**src/hdl/upscmc_pkg.sv**
```systemverilog
// Shared types and constants for the UPS charge mode controller.
// Holds the mode codes, register indexes, register reset values and widths.
// No dependencies.
package upscmc_pkg;

    localparam int SAMPLE_W  = 16;
    localparam int AVG_DEPTH = 8;
    localparam int AVG_SHIFT = $clog2(AVG_DEPTH);
    localparam int SUM_W     = SAMPLE_W + AVG_SHIFT;
    localparam int CFG_IDX_W = 2;

    typedef enum logic [1:0] {
        MODE_IDLE      = 2'd0,
        MODE_TRICKLE   = 2'd1,
        MODE_DISCHARGE = 2'd2,
        MODE_CHARGE    = 2'd3
    } t_mode;

    localparam logic [CFG_IDX_W-1:0] CFG_CHARGE_CUTOFF    = 2'd0;
    localparam logic [CFG_IDX_W-1:0] CFG_IDLE_DISCH_CUT   = 2'd1;
    localparam logic [CFG_IDX_W-1:0] CFG_MAINS_THRESHOLD  = 2'd2;
    localparam logic [CFG_IDX_W-1:0] CFG_TRICKLE_MARGIN   = 2'd3;

    localparam logic [SAMPLE_W-1:0] RST_CHARGE_CUTOFF   = 16'd8200;
    localparam logic [SAMPLE_W-1:0] RST_IDLE_DISCH_CUT  = 16'd7700;
    localparam logic [SAMPLE_W-1:0] RST_MAINS_THRESHOLD = 16'd11900;
    localparam logic [SAMPLE_W-1:0] RST_TRICKLE_MARGIN  = 16'd100;

    typedef struct packed {
        logic [SAMPLE_W-1:0] battery_mean;
        logic [SAMPLE_W-1:0] main_mean;
    } t_means;

    typedef struct packed {
        logic full;
        logic empty;
    } t_q_status;

endpackage

```
**src/hdl/upscmc_front.sv**
```systemverilog
// Front end: accepts sample pairs and keeps both moving-average histories.
// Produces the new means for the queue. Depends on upscmc_pkg.
module upscmc_front (
    input  logic                           i_clk,
    input  logic                           i_rst_n,
    input  logic                           i_valid,
    output logic                           o_ready,
    input  logic [upscmc_pkg::SAMPLE_W-1:0] i_main_sample,
    input  logic [upscmc_pkg::SAMPLE_W-1:0] i_battery_sample,
    input  upscmc_pkg::t_q_status          i_q_status,
    output logic                           o_push,
    output upscmc_pkg::t_means             o_push_data
);
    import upscmc_pkg::*;

    logic [SAMPLE_W-1:0] r_main_hist [AVG_DEPTH];
    logic [SAMPLE_W-1:0] r_batt_hist [AVG_DEPTH];
    logic [SUM_W-1:0]    r_main_sum;
    logic [SUM_W-1:0]    r_batt_sum;
    logic [SUM_W-1:0]    n_main_sum;
    logic [SUM_W-1:0]    n_batt_sum;
    logic                accept;

    assign o_ready = !i_q_status.full;
    assign accept  = i_valid && o_ready;

    // running sum: add the new sample, drop the oldest
    assign n_main_sum = r_main_sum + SUM_W'(i_main_sample)
                        - SUM_W'(r_main_hist[AVG_DEPTH-1]);
    assign n_batt_sum = r_batt_sum + SUM_W'(i_battery_sample)
                        - SUM_W'(r_batt_hist[AVG_DEPTH-1]);

    assign o_push                   = accept;
    assign o_push_data.main_mean    = n_main_sum[SUM_W-1:AVG_SHIFT];
    assign o_push_data.battery_mean = n_batt_sum[SUM_W-1:AVG_SHIFT];

    always_ff @(posedge i_clk) begin
        if (!i_rst_n) begin
            r_main_sum <= '0;
            r_batt_sum <= '0;
            for (int k = 0; k < AVG_DEPTH; k++) begin
                r_main_hist[k] <= '0;
                r_batt_hist[k] <= '0;
            end
        end else if (accept) begin
            r_main_sum     <= n_main_sum;
            r_batt_sum     <= n_batt_sum;
            r_main_hist[0] <= i_main_sample;
            r_batt_hist[0] <= i_battery_sample;
            for (int k = 1; k < AVG_DEPTH; k++) begin
                r_main_hist[k] <= r_main_hist[k-1];
                r_batt_hist[k] <= r_batt_hist[k-1];
            end
        end
    end

endmodule

```
**src/hdl/upscmc_queue.sv**
```systemverilog
// Short queue of mean pairs between the front end and the mode machine.
// Depends on upscmc_pkg.
module upscmc_queue #(
    parameter int DEPTH = 2
) (
    input  logic                  i_clk,
    input  logic                  i_rst_n,
    input  logic                  i_push,
    input  upscmc_pkg::t_means    i_push_data,
    input  logic                  i_pop,
    output upscmc_pkg::t_means    o_pop_data,
    output upscmc_pkg::t_q_status o_status
);
    import upscmc_pkg::*;

    localparam int PTR_W = (DEPTH > 1) ? $clog2(DEPTH) : 1;
    localparam int CNT_W = $clog2(DEPTH + 1);

    t_means             r_mem [DEPTH];
    logic [PTR_W-1:0]   r_wr_ptr;
    logic [PTR_W-1:0]   r_rd_ptr;
    logic [CNT_W-1:0]   r_count;

    assign o_status.full  = (r_count == CNT_W'(DEPTH));
    assign o_status.empty = (r_count == '0);
    assign o_pop_data     = r_mem[r_rd_ptr];

    function automatic logic [PTR_W-1:0] ptr_inc(input logic [PTR_W-1:0] p);
        ptr_inc = (p == PTR_W'(DEPTH - 1)) ? '0 : p + 1'b1;
    endfunction

    always_ff @(posedge i_clk) begin
        if (i_push) begin
            r_mem[r_wr_ptr] <= i_push_data;
        end
    end

    always_ff @(posedge i_clk) begin
        if (!i_rst_n) begin
            r_wr_ptr <= '0;
            r_rd_ptr <= '0;
            r_count  <= '0;
        end else begin
            if (i_push) begin
                r_wr_ptr <= ptr_inc(r_wr_ptr);
            end
            if (i_pop) begin
                r_rd_ptr <= ptr_inc(r_rd_ptr);
            end
            case ({i_push, i_pop})
                2'b10:   r_count <= r_count + 1'b1;
                2'b01:   r_count <= r_count - 1'b1;
                default: r_count <= r_count;
            endcase
        end
    end

endmodule

```
**src/hdl/upscmc_back.sv**
```systemverilog
// Back end: configuration registers, charger mode machine and output register.
// Pops mean pairs from the queue. Depends on upscmc_pkg.
module upscmc_back (
    input  logic                             i_clk,
    input  logic                             i_rst_n,
    input  logic                             i_cfg_we,
    input  logic [upscmc_pkg::CFG_IDX_W-1:0] i_cfg_addr,
    input  logic [upscmc_pkg::SAMPLE_W-1:0]  i_cfg_wdata,
    input  upscmc_pkg::t_q_status            i_q_status,
    input  upscmc_pkg::t_means               i_pop_data,
    output logic                             o_pop,
    output logic                             o_valid,
    input  logic                             i_ready,
    output upscmc_pkg::t_mode                o_mode,
    output logic                             o_charge_enable,
    output logic                             o_trickle_enable,
    output logic [upscmc_pkg::SAMPLE_W-1:0]  o_main_mean,
    output logic [upscmc_pkg::SAMPLE_W-1:0]  o_battery_mean
);
    import upscmc_pkg::*;

    logic [SAMPLE_W-1:0] r_charge_cutoff;
    logic [SAMPLE_W-1:0] r_idle_disch_cut;
    logic [SAMPLE_W-1:0] r_mains_threshold;
    logic [SAMPLE_W-1:0] r_trickle_margin;
    t_mode               r_mode;
    t_mode               n_mode;
    logic                r_valid;
    logic [SAMPLE_W-1:0] r_main_mean;
    logic [SAMPLE_W-1:0] r_battery_mean;
    logic [SAMPLE_W-1:0] trickle_level;
    logic                mains_low;
    logic                mains_high;
    logic                batt_low;
    logic                batt_high;

    // take the next entry when the output slot is free or drains this cycle
    assign o_pop = !i_q_status.empty && (!r_valid || i_ready);

    assign trickle_level = (r_charge_cutoff > r_trickle_margin) ?
                           (r_charge_cutoff - r_trickle_margin) : '0;
    assign mains_low  = i_pop_data.main_mean < r_mains_threshold;
    assign mains_high = i_pop_data.main_mean > r_mains_threshold;
    assign batt_low   = i_pop_data.battery_mean < r_idle_disch_cut;
    assign batt_high  = i_pop_data.battery_mean > r_charge_cutoff;

    always_comb begin
        n_mode = r_mode;
        case (r_mode)
            MODE_IDLE: begin
                if (mains_low) n_mode = MODE_DISCHARGE;
                else if (batt_low) n_mode = MODE_CHARGE;
                else if (i_pop_data.battery_mean < trickle_level) n_mode = MODE_TRICKLE;
            end
            MODE_TRICKLE: begin
                if (mains_low) n_mode = MODE_DISCHARGE;
                else if (batt_low) n_mode = MODE_CHARGE;
                else if (batt_high) n_mode = MODE_IDLE;
            end
            MODE_DISCHARGE: begin
                if (mains_high) n_mode = MODE_IDLE;
            end
            MODE_CHARGE: begin
                if (mains_low) n_mode = MODE_DISCHARGE;
                else if (batt_high) n_mode = MODE_IDLE;
            end
            default: n_mode = MODE_IDLE;
        endcase
    end

    always_ff @(posedge i_clk) begin
        if (!i_rst_n) begin
            r_charge_cutoff   <= RST_CHARGE_CUTOFF;
            r_idle_disch_cut  <= RST_IDLE_DISCH_CUT;
            r_mains_threshold <= RST_MAINS_THRESHOLD;
            r_trickle_margin  <= RST_TRICKLE_MARGIN;
        end else if (i_cfg_we) begin
            case (i_cfg_addr)
                CFG_CHARGE_CUTOFF:   r_charge_cutoff   <= i_cfg_wdata;
                CFG_IDLE_DISCH_CUT:  r_idle_disch_cut  <= i_cfg_wdata;
                CFG_MAINS_THRESHOLD: r_mains_threshold <= i_cfg_wdata;
                CFG_TRICKLE_MARGIN:  r_trickle_margin  <= i_cfg_wdata;
                default: ;
            endcase
        end
    end

    always_ff @(posedge i_clk) begin
        if (!i_rst_n) begin
            r_mode  <= MODE_IDLE;
            r_valid <= 1'b0;
        end else begin
            if (o_pop) begin
                r_mode  <= n_mode;
                r_valid <= 1'b1;
            end else if (i_ready) begin
                r_valid <= 1'b0;
            end
        end
    end

    always_ff @(posedge i_clk) begin
        if (o_pop) begin
            r_main_mean    <= i_pop_data.main_mean;
            r_battery_mean <= i_pop_data.battery_mean;
        end
    end

    assign o_valid          = r_valid;
    assign o_mode           = r_mode;
    assign o_charge_enable  = (r_mode == MODE_CHARGE);
    assign o_trickle_enable = (r_mode == MODE_TRICKLE);
    assign o_main_mean      = r_main_mean;
    assign o_battery_mean   = r_battery_mean;

endmodule

```
**src/hdl/ups_charge_mode_controller_unit.sv**
```systemverilog
// UPS charge mode controller, top level.
// Instantiates front end, queue and back end; depends on upscmc_pkg.
//
// Usage:
//   Slave stream s_axis carries one sample pair per beat (main and battery).
//   Master stream m_axis returns one beat per input beat: new mode, charge
//   and trickle enables, and both 8-sample moving averages.
//   The config port writes a 16-bit register whenever i_cfg_we is high;
//   write only while no beat is in flight.
// Path: each input beat passes the queue, then the output register, to the output.
// Throughput: one beat per cycle while m_axis_tready is high. The front end updates
//   a running sum per channel; the mode machine pops one mean pair per cycle.
// Stall: when m_axis_tready is low the result holds in the output register,
//   further mean pairs collect in the queue (QUEUE_DEPTH entries), and
//   s_axis_tready drops once the queue is full.
// Reset: histories and sums clear to zero, mode returns to idle, registers
//   take their reset values, queue and output empty. No clearing sweep.
module ups_charge_mode_controller_unit #(
    parameter int QUEUE_DEPTH = 2
) (
    input  logic        i_clk,
    input  logic        i_rst_n,
    input  logic        s_axis_tvalid,
    output logic        s_axis_tready,
    input  logic [31:0] s_axis_tdata,   // [15:0] main_sample, [31:16] battery_sample
    output logic        m_axis_tvalid,
    input  logic        m_axis_tready,
    // [1:0] mode, [2] charge_enable, [3] trickle_enable,
    // [19:4] main_mean, [35:20] battery_mean, [39:36] zero
    output logic [39:0] m_axis_tdata,
    input  logic        i_cfg_we,
    input  logic [upscmc_pkg::CFG_IDX_W-1:0] i_cfg_addr,
    input  logic [upscmc_pkg::SAMPLE_W-1:0]  i_cfg_wdata
);
    import upscmc_pkg::*;

    t_q_status           q_status;
    t_means              push_data;
    t_means              pop_data;
    logic                push;
    logic                pop;
    t_mode               mode;
    logic                charge_en;
    logic                trickle_en;
    logic [SAMPLE_W-1:0] main_mean;
    logic [SAMPLE_W-1:0] battery_mean;

    upscmc_front u_front (
        .i_clk            (i_clk),
        .i_rst_n          (i_rst_n),
        .i_valid          (s_axis_tvalid),
        .o_ready          (s_axis_tready),
        .i_main_sample    (s_axis_tdata[15:0]),
        .i_battery_sample (s_axis_tdata[31:16]),
        .i_q_status       (q_status),
        .o_push           (push),
        .o_push_data      (push_data)
    );

    upscmc_queue #(
        .DEPTH (QUEUE_DEPTH)
    ) u_queue (
        .i_clk       (i_clk),
        .i_rst_n     (i_rst_n),
        .i_push      (push),
        .i_push_data (push_data),
        .i_pop       (pop),
        .o_pop_data  (pop_data),
        .o_status    (q_status)
    );

    upscmc_back u_back (
        .i_clk            (i_clk),
        .i_rst_n          (i_rst_n),
        .i_cfg_we         (i_cfg_we),
        .i_cfg_addr       (i_cfg_addr),
        .i_cfg_wdata      (i_cfg_wdata),
        .i_q_status       (q_status),
        .i_pop_data       (pop_data),
        .o_pop            (pop),
        .o_valid          (m_axis_tvalid),
        .i_ready          (m_axis_tready),
        .o_mode           (mode),
        .o_charge_enable  (charge_en),
        .o_trickle_enable (trickle_en),
        .o_main_mean      (main_mean),
        .o_battery_mean   (battery_mean)
    );

    assign m_axis_tdata = {4'b0000, battery_mean, main_mean, trickle_en, charge_en, mode};

endmodule

```
**config.mk**
```make
export PLATFORM = sky130hd
export DESIGN_NAME = ups_charge_mode_controller_unit
export DESIGN_NICKNAME = d
export VERILOG_FILES = /design/src/hdl/upscmc_pkg.sv /design/src/hdl/upscmc_front.sv /design/src/hdl/upscmc_queue.sv /design/src/hdl/upscmc_back.sv /design/src/hdl/ups_charge_mode_controller_unit.sv
export SDC_FILE = /design/constraint.sdc
export NUM_CORES = 1
export LEC_CHECK = 0
export ABC_AREA = 1
export ABC_CLOCK_PERIOD_IN_PS = 19930
export BUFFER_PORTS_ARGS = -buffer_cell sky130_fd_sc_hd__buf_2
export CELL_PAD_IN_SITES_DETAIL_PLACEMENT = 1
export CELL_PAD_IN_SITES_GLOBAL_PLACEMENT = 2
export CORE_MARGIN = 4
export CORE_UTILIZATION = 44
export CTS_CLUSTER_DIAMETER = 120
export DETAILED_ROUTE_END_ITERATION = 16
export GPL_ROUTABILITY_DRIVEN = 1
export HOLD_SLACK_MARGIN = 0.12
export MAX_ROUTING_LAYER = met4
export PLACE_DENSITY_LB_ADDON = 0.12
export SYNTH_ARGS = -nofsm -noshare
export SYNTH_HDL_FRONTEND = slang
export SYNTH_SLANG_ARGS = --single-unit
```
**constraint.sdc**
```tcl
create_clock -name i_clk -period 19.93 [get_ports i_clk]
set_input_delay 0 -clock i_clk [delete_from_list [all_inputs] [get_ports i_clk]]
set_output_delay 0 -clock i_clk [all_outputs]
set_load 0.01 [all_outputs]
```
==> results of run 1 <==
what timing repair did:
action / 4_1_cts / 5_1_grt
buffers inserted: 0 / 0
hold buffers: 67 / 0
hold endpoints to repair: 117 / 0
final cells by class:
| class | count | area [µm²] | share of cell area, % |
|---|---|---|---|
| Inverter | 509 | 1920 | 7.61 |
| Clock buffer | 67 | 1350 | 5.33 |
| Sequential cell | 462 | 12800 | 50.5 |
| Clock inverter | 29 | 329 | 1.30 |
| Multi-Input combinational cell | 1151 | 6850 | 27.1 |
| Timing Repair Buffer | 170 | 1220 | 4.81 |
| Tap cell | 664 | 831 | 3.29 |
sequential cells by signal, indices dropped and copies added, names as in the netlist, 16 cells and up, named ones only:
signal                    count
u_back.o_battery_mean        16
u_back.o_main_mean           16
u_back.r_charge_cutoff       16
u_back.r_idle_disch_cut      16
u_back.r_mains_threshold     16
u_back.r_trickle_margin      16
u_front.r_batt_hist         128
u_front.r_batt_sum           19
u_front.r_main_hist         128
u_front.r_main_sum           19
u_queue.r_mem                64
cells by family after synthesis:
logic type,share of synthesized area (%)
fa+ha+maj,9.75
buf+inv,10.1
compound gates,7.73
simple gates,12.3
other cells,0.0172
flops,58.6
xor+xnor,1.53
worst max-delay path by stage:
stage | from | endpoint | depth (start not counted)
final | u_queue.r_count[0]$_SDFFE_PN0P_ | u_front.r_batt_hist[0][121]$_SDFFCE_PN0P_ | 8
after global routing | u_queue.r_count[0]$_SDFFE_PN0P_ | u_front.r_batt_sum[10]$_SDFFE_PN0P_ | 9
after CTS | u_queue.r_count[0]$_SDFFE_PN0P_ | u_front.r_batt_hist[0][123]$_SDFFCE_PN0P_ | 8
after detailed placement | u_queue.r_count[0]$_SDFFE_PN0P_ | u_front.r_batt_hist[0][123]$_SDFFCE_PN0P_ | 8
after global placement | u_queue.r_count[0]$_SDFFE_PN0P_ | u_front.r_batt_hist[0][123]$_SDFFCE_PN0P_ | 8
after floorplan | u_queue.r_count[0]$_SDFFE_PN0P_ | u_front.r_batt_hist[0][0]$_SDFFCE_PN0P_ | 7
synth_stat cells, drive strengths merged:
library cell and count:
inv 507, edfxtp 352, nand2 342, nor2 244, a21oi 122, ha 117, dfxtp 110, o21ai 107
clkbuf 51, nand3 39, fa 33, xor2 32, o211ai 18, buf 14, o22ai 12, a31oi 11
nor3 11, a21boi 10, or2 9, nand4 8, xnor2 6, o31ai 4, a21o 3, and2 3
o21bai 3, a211oi 2, a41oi 2, clkinv 2, nor3b 2, o2111ai 2, a2111oi 1, a31o 1
and3 1, conb 1, nand3b 1, o221a 1
per-stage QoR:
step,power (W),std cells,setup WS (ns)
final,0.00391,3052,15.97
after global routing,0.00424,3052,15.65
after CTS,0.00398,3052,15.92
after detailed placement,0.00300,2889,15.92
after global placement,0.00294,2889,16.10
after floorplan,0.00254,2187,11.21
report_power, final:
| part | leakage, nW | internal (W) | total, W | switching, W |
|---|---|---|---|---|
| logic | 6.02 | 0.000487 | 0.00150 | 0.00101 |
| clock network | 0.804 | 0.000555 | 0.000942 | 0.000387 |
| registers | 4.62 | 0.00141 | 0.00147 | 0.0000676 |
worst reg2reg max path, stage by stage (launching register included):
cell and delay [ns]:
dfxtp_1 0.39, inv_1 0.11, nand2_1 0.10, nand2_1 0.18, inv_1 0.13, nor2_1 0.13
inv_8 0.72, buf_4 0.93, buf_4 0.89
per-layer routing:
| layer | GRT usage [%] | routed length, µm |
|---|---|---|
| met4 | 5.05 | 1020 |
| met3 | 3.05 | 1690 |
| met5 | - | 0 |
| met2 | 32.6 | 24300 |
| met1 | 26.7 | 24000 |
==> summary.md, run 1 <==
| Metric | Value |
|---|---|
| Worst Path Max Fanout | `151` |
| Power density cells | `155 nW/µm²` |
| Number of global-route vias before repair | `15.1k` |
| Top cells by area, synth | `edfxtp_1, dfxtp_1, inv_1` |
| Lkg Pwr | `11.4 nW` |
| Clk_lat worst skew | `0.61 ns` |
| Antenna Nets Post-Route | `0` |
| Final hold vios | `0` |
| Worst hold path depth | `4` |
| Buffers on Ports | `92` |
| Nets | `2550` |
| Final core utilization | `51.6%` |
| IO Pins | `97` |
| DR vias/cell | `4.79` |
| Syn. warnings | `0` |
| FF-to-FF Start | `u_queue.r_count[0]$_SDFFE_PN0P_` |
| Least-Margin Pin Slew | `1.04 ns` |
| CTS Root Buffer Type | `clkbuf_16` |
| GRT overflow | `0` |
| FF+latch count, synth | `462` |
| Reg2reg path depth | `8` |
| Starting DRT DRC Count | `808` |
| Final WL | `51100 µm` |
| Hold_sp | `i_cfg_wdata[0]` |
| Hold EP | `u_back.r_mains_threshold[0]$_SDFFE_PN0P_` |
| Critical Path AT | `4.18 ns` |
| Hold Slack | `0.302 ns` |
| Status | `completed` |
| CTS buffer count | `51` |
| Most common cell after layout, fill and taps aside | `inv_1` |
| RD Place Congestion | `0.859` |
| Top cell type's share of synthesized area | `48.5%` |
| Critical path's top delay family | `buffers and inverters` |
| Worst ir drop on vdd | `0.0000756 V` |
| Sequential element share of the synthesized area | `58.6%` |
| # diodes | `0` |
| Bufs on Longest Clock Path | `3` |
| Maxcap violations | `0` |
| Fmax | `0.253 GHz` |
| Hold Path Class | `primary input to flop` |
| CP Launch Type | `flop` |
| Yosys top cell by area | `edfxtp_1` |
| Final setup vio count | `0` |
| Clock Skew | `0.0237 ns` |
| Final Instance Area | `25300 µm²` |
| Placed cell areas | `22900 µm²` |
| CTS tree | `done` |
| Layout cell share with drive strength beyond 1 | `9.00%` |
| H-tree levels | `2` |
| Final Slew Violations | `0` |
| Initial core utilization | `44.5%` |
| Initial DRT Pass Iterations | `4` |
| Die area | `53100 µm²` |
| RSZ-0062 raised after global routing | `false` |
| Reg2Reg Setup Slack | `15.97 ns` |
| Slew margin rel. | `31.0%` |
| Area grow syn2layout | `16.0%` |
| Rows | `81` |
| Synth cell types | `52` |
| Crit share post-route | `19.9%` |
| Slowest cell on crit path | `buf_4` |
| Final TNS setup | `0 ns` |
| Fill count | `5505` |
| CTS resizes | `0` |
| Residual DRC | `0` |
| Crit. End Element | `flop` |
| Post-detail-place hpwl | `35500 µm` |
| CP Buf/Inv Count | `5` |
| Clock transition at path regs | `0.06 ns` |
| Vias post-DR | `14.6k` |
| First-pass GRT wire length | `82000 µm` |
| DIE WIDTH | `231 µm` |
| Total GRT Usage | `20.0%` |
| Core area | `49000 µm²` |
| Cells after Synth | `2184` |
| CP max stage delay | `0.86 ns` |
| Crit path time final | `3.96 ns` |
| Synth Cell Area | `21800 µm²` |
| Crit-path cells | `inv_1 -> nand2_1 -> nand2_1 -> inv_1 -> nor2_1 -> inv_8 -> buf_4 -> buf_4` |
| TritonCTS Sinks | `462` |
| DIE HEIGHT | `231 µm` |
| WL per Instance | `16.7 µm` |
| RR Endpoint | `u_front.r_batt_hist[0][121]$_SDFFCE_PN0P_` |
| Average size of a mapped cell | `9.98 µm²` |
| Initial antenna violation count | `0` |
| Most frequent cells in the layout | `inv_1, edfxtp_1, nand2_1` |
| CP required | `20.15 ns` |
| Critical path type | `flop to flop` |
| Largest net degree at the start of global routing | `152` |
No activity file was read; power rests on OpenSTA's default activity.
==> run 2, diff against run 1 <==
--- a/config.mk
+++ b/config.mk
@@ -5,13 +5,13 @@
 export SDC_FILE = /design/constraint.sdc
 export NUM_CORES = 1
 export LEC_CHECK = 0
-export ABC_AREA = 1
-export ABC_CLOCK_PERIOD_IN_PS = 19930
+export ABC_AREA = 0
+export ABC_CLOCK_PERIOD_IN_PS = 3300
 export BUFFER_PORTS_ARGS = -buffer_cell sky130_fd_sc_hd__buf_2
 export CELL_PAD_IN_SITES_DETAIL_PLACEMENT = 1
 export CELL_PAD_IN_SITES_GLOBAL_PLACEMENT = 2
 export CORE_MARGIN = 4
-export CORE_UTILIZATION = 44
+export CORE_UTILIZATION = 39
 export CTS_CLUSTER_DIAMETER = 120
 export DETAILED_ROUTE_END_ITERATION = 16
 export GPL_ROUTABILITY_DRIVEN = 1
==> constraint.sdc (replaced) <==
create_clock -name i_clk -period 3.3 [get_ports i_clk]
set_input_delay 0 -clock i_clk [delete_from_list [all_inputs] [get_ports i_clk]]
set_output_delay 0 -clock i_clk [all_outputs]
set_load 0.01 [all_outputs]
==> run 2 against run 1 <==
Against the previous run: via count decreased by 5.6%; clock power increased to 6.2 times the previous value; combinational power increased to 5.5 times the previous value; total power increased to 5.8 times the previous value; global-route usage decreased by 1.6 points; area after synthesis about the same; cell count decreased by 7.4%; core utilization decreased by 4.5 points; register-to-register slack got worse by 16 ns; count of clock-buffer cells in the layout increased by 2.
==> summary.md, run 2 <==
| Metric | Value |
|---|---|
| Clock Skew | `0.0264 ns` |
| Vias post-DR | `13.8k` |
| RSZ-0062 raised after global routing | `true` |
| Final Slew Violations | `0` |
| Worst Path Max Fanout | `3` |
| Count leader, synth | `edfxtp_1` |
| Clk_lat worst skew | `0.60 ns` |
| Bufs on Longest Clock Path | `3` |
| Rows | `86` |
| DR vias/cell | `4.88` |
| Synth Area in Compound Gates | `8.94%` |
| Synth cell types | `67` |
| Average size of a mapped cell | `11.8 µm²` |
| Core area | `55200 µm²` |
| Post-synth top cells | `edfxtp_1, and2_1, inv_1` |
| Post-synthesis mux area share | `1.83%` |
| Total GRT Usage | `18.5%` |
| Power density cells | `871 nW/µm²` |
| Clock transition at path regs | `0.06 ns` |
| Layout cell share with drive strength beyond 1 | `15.4%` |
| Largest net degree at the start of global routing | `84` |
| Ys flop type | `edfxtp_1` |
| Buffers on Ports | `92` |
| Top Registers | `u_front.r_batt_hist (128), u_front.r_main_hist (128), u_queue.r_mem (64)` |
| CTS tree | `done` |
| Final setup vio count | `0` |
| Top cell type's share of synthesized area | `48.5%` |
| Antenna Nets Post-Route | `0` |
| H-tree levels | `2` |
| Main combinational cell family by area after synthesis | `simple AND/OR/NAND/NOR gates` |
| Adder-cell area share of the yosys netlist | `9.75%` |
| DIE WIDTH | `244 µm` |
| GRT overflow | `0` |
| TritonCTS Sinks | `462` |
| Post-synth EDFFs | `352` |
| Crit path time final | `3.20 ns` |
| Final core utilization | `47.1%` |
| Initial antenna violation count | `2` |
| Starting DRT DRC Count | `715` |
| Die area | `59700 µm²` |
| IO Pins | `97` |
| Residual DRC | `0` |
| FF+latch count, synth | `462` |
| Hold Path Class | `primary input to flop` |
| Top cells by area, synth | `edfxtp_1, dfxtp_1, and2_1` |
| Hold Slack | `0.278 ns` |
| Number of global-route vias before repair | `14.8k` |
| Critical path type | `flop to flop` |
| WL per Instance | `18.9 µm` |
| Initial DRT Pass Iterations | `4` |
| Most frequent cells in the layout | `edfxtp_1, and2_1, inv_1` |
| Cells after Synth | `1843` |
| Least-Margin Pin Slew | `0.904 ns` |
| Synth async-reset ratio | `0%` |
| Synth Cell Area | `21800 µm²` |
| Post-detail-place hpwl | `36600 µm` |
| Area grow syn2layout | `19.3%` |
| Most common cell after layout, fill and taps aside | `edfxtp_1` |
| Yosys top cell by area | `edfxtp_1` |
| Sequential element share of the synthesized area | `58.6%` |
| Initial core utilization | `39.5%` |
| Critical Path AT | `3.71 ns` |
| Maxcap violations | `0` |
| RD Place Congestion | `0.837` |
| CP Launch Type | `flop` |
| Worst ir drop on vdd | `0.000462 V` |
| DIE HEIGHT | `244 µm` |
| Simple-gate share of the synthesized area | `14.4%` |
| Final hold vios | `0` |
| Fill count | `5840` |
| Lkg Pwr | `10.6 nW` |
| CTS Root Buffer Type | `clkbuf_16` |
| First-pass GRT wire length | `83700 µm` |
| Nets | `2240` |
| Crit. End Element | `flop` |
| Syn. warnings | `0` |
| Slew margin rel. | `39.7%` |
| Status | `completed` |
| Final WL | `53300 µm` |
| CP required | `3.81 ns` |
| Fmax | `0.313 GHz` |
| Crit share post-route | `97.0%` |
| Post-Synth XOR/XNOR Area | `1.49%` |
| CTS buffer count | `53` |
[run 2: cell count changes after synthesis, sizes merged, moves of 16 or more]
cell    delta
a21boi    +61
a21o      +20
a21oi     -78
and2     +233
inv      -301
mux2      +30
nand2    -152
nand3     -22
nor2     -165
o21a      +16
o21ai     -68
xnor2     +26
xor2      -27
[run 2: layout make-up]
cell class	instances	area, µm²	area share, %
diodes	2	5.00	0.0193
clock buffers	69	1410	5.41
clock inverters	27	314	1.21
inverters	208	787	3.03
multi-input cells	1104	8250	31.7
flip-flops and latches	462	12800	49.1
well taps	748	936	3.60
repair buffers	206	1520	5.86
[run 2: power by group]
| part | internal [W] | switching, W |
|---|---|---|
| logic | 0.00334 | 0.00486 |
| clock network | 0.00347 | 0.00238 |
| registers | 0.00822 | 0.000386 |
| total | 0.0150 | 0.00762 |
[run 2: kinds of logic (layout without fill, tap and decap cells)]
| group | after synthesis | count (layout) |
|---|---|---|
| muxes | 36 | 36 |
| and+or+nand+nor | 607 | 607 |
| adders and majority gates | 150 | 150 |
| DFF | 462 | 462 |
| buffers and inverters | 280 | 510 |
| xor gates and xnor gates | 37 | 37 |
| other | 1 | 6 |
| AOI/OAI and AO/OA | 270 | 270 |
[run 2: worst paths after layout]
path | start | to | slack [ns] | cells after the start
max | u_front.r_batt_hist[0][113]$_SDFFCE_PN0P_ | u_front.r_batt_sum[18]$_SDFFE_PN0P_ | 0.10 | 10
min | i_cfg_wdata[8] | u_back.r_mains_threshold[8]$_SDFFE_PN0P_ | 0.28 | 4
max reg2reg | u_front.r_batt_hist[0][113]$_SDFFCE_PN0P_ | u_front.r_batt_sum[18]$_SDFFE_PN0P_ | 0.10 | 10
min reg2reg | u_front.r_batt_sum[5]$_SDFFE_PN0P_ | u_front.r_batt_sum[5]$_SDFFE_PN0P_ | 0.46 | 2
[run 2: metrics by stage]
stage	total power, W	std cells	instance area, µm²	setup WS, ns	TNS [ns]
after floorplan	0.0139	1846	21800	-1.89	-486.51
after global placement	0.0161	2662	23300	-0.0638	-0.0638
after detailed placement	0.0164	2662	23300	-0.124	-0.242
after CTS	0.0226	2819	25700	0.000974	0
after global routing	0.0243	2826	26000	-0.102	-0.184
final	0.0226	2826	26000	0.100	0
[run 2: worst max-delay path: stages (launching register included)]
cell and delay [ns]:
edfxtp_1 0.40, fa_1 0.53, fa_2 0.46, nor2b_4 0.18
o31ai_4 0.07, a2111o_1 0.50, a31oi_4 0.23, o41ai_4 0.12
mux2i_4 0.22, nor3_2 0.22, mux2i_1 0.19
[run 2: per-layer routing]
layer / GRT usage [%] / vias up / share of wire, %
met5: - / - / 0
met4: 5.81 / 0 / 3.0
met3: 2.48 / 96 / 3.2
met2: 30.1 / 171 / 47
met1: 24.3 / 6847 / 47
li1: - / 6676 / -
[run 2: what timing repair did]
item                       4_1_cts  5_1_grt
pin swaps                        2       30
buffers inserted                 1        7
setup endpoints to repair        4       10
hold buffers                    60        0
hold endpoints to repair       108        0
resized for setup               10       46
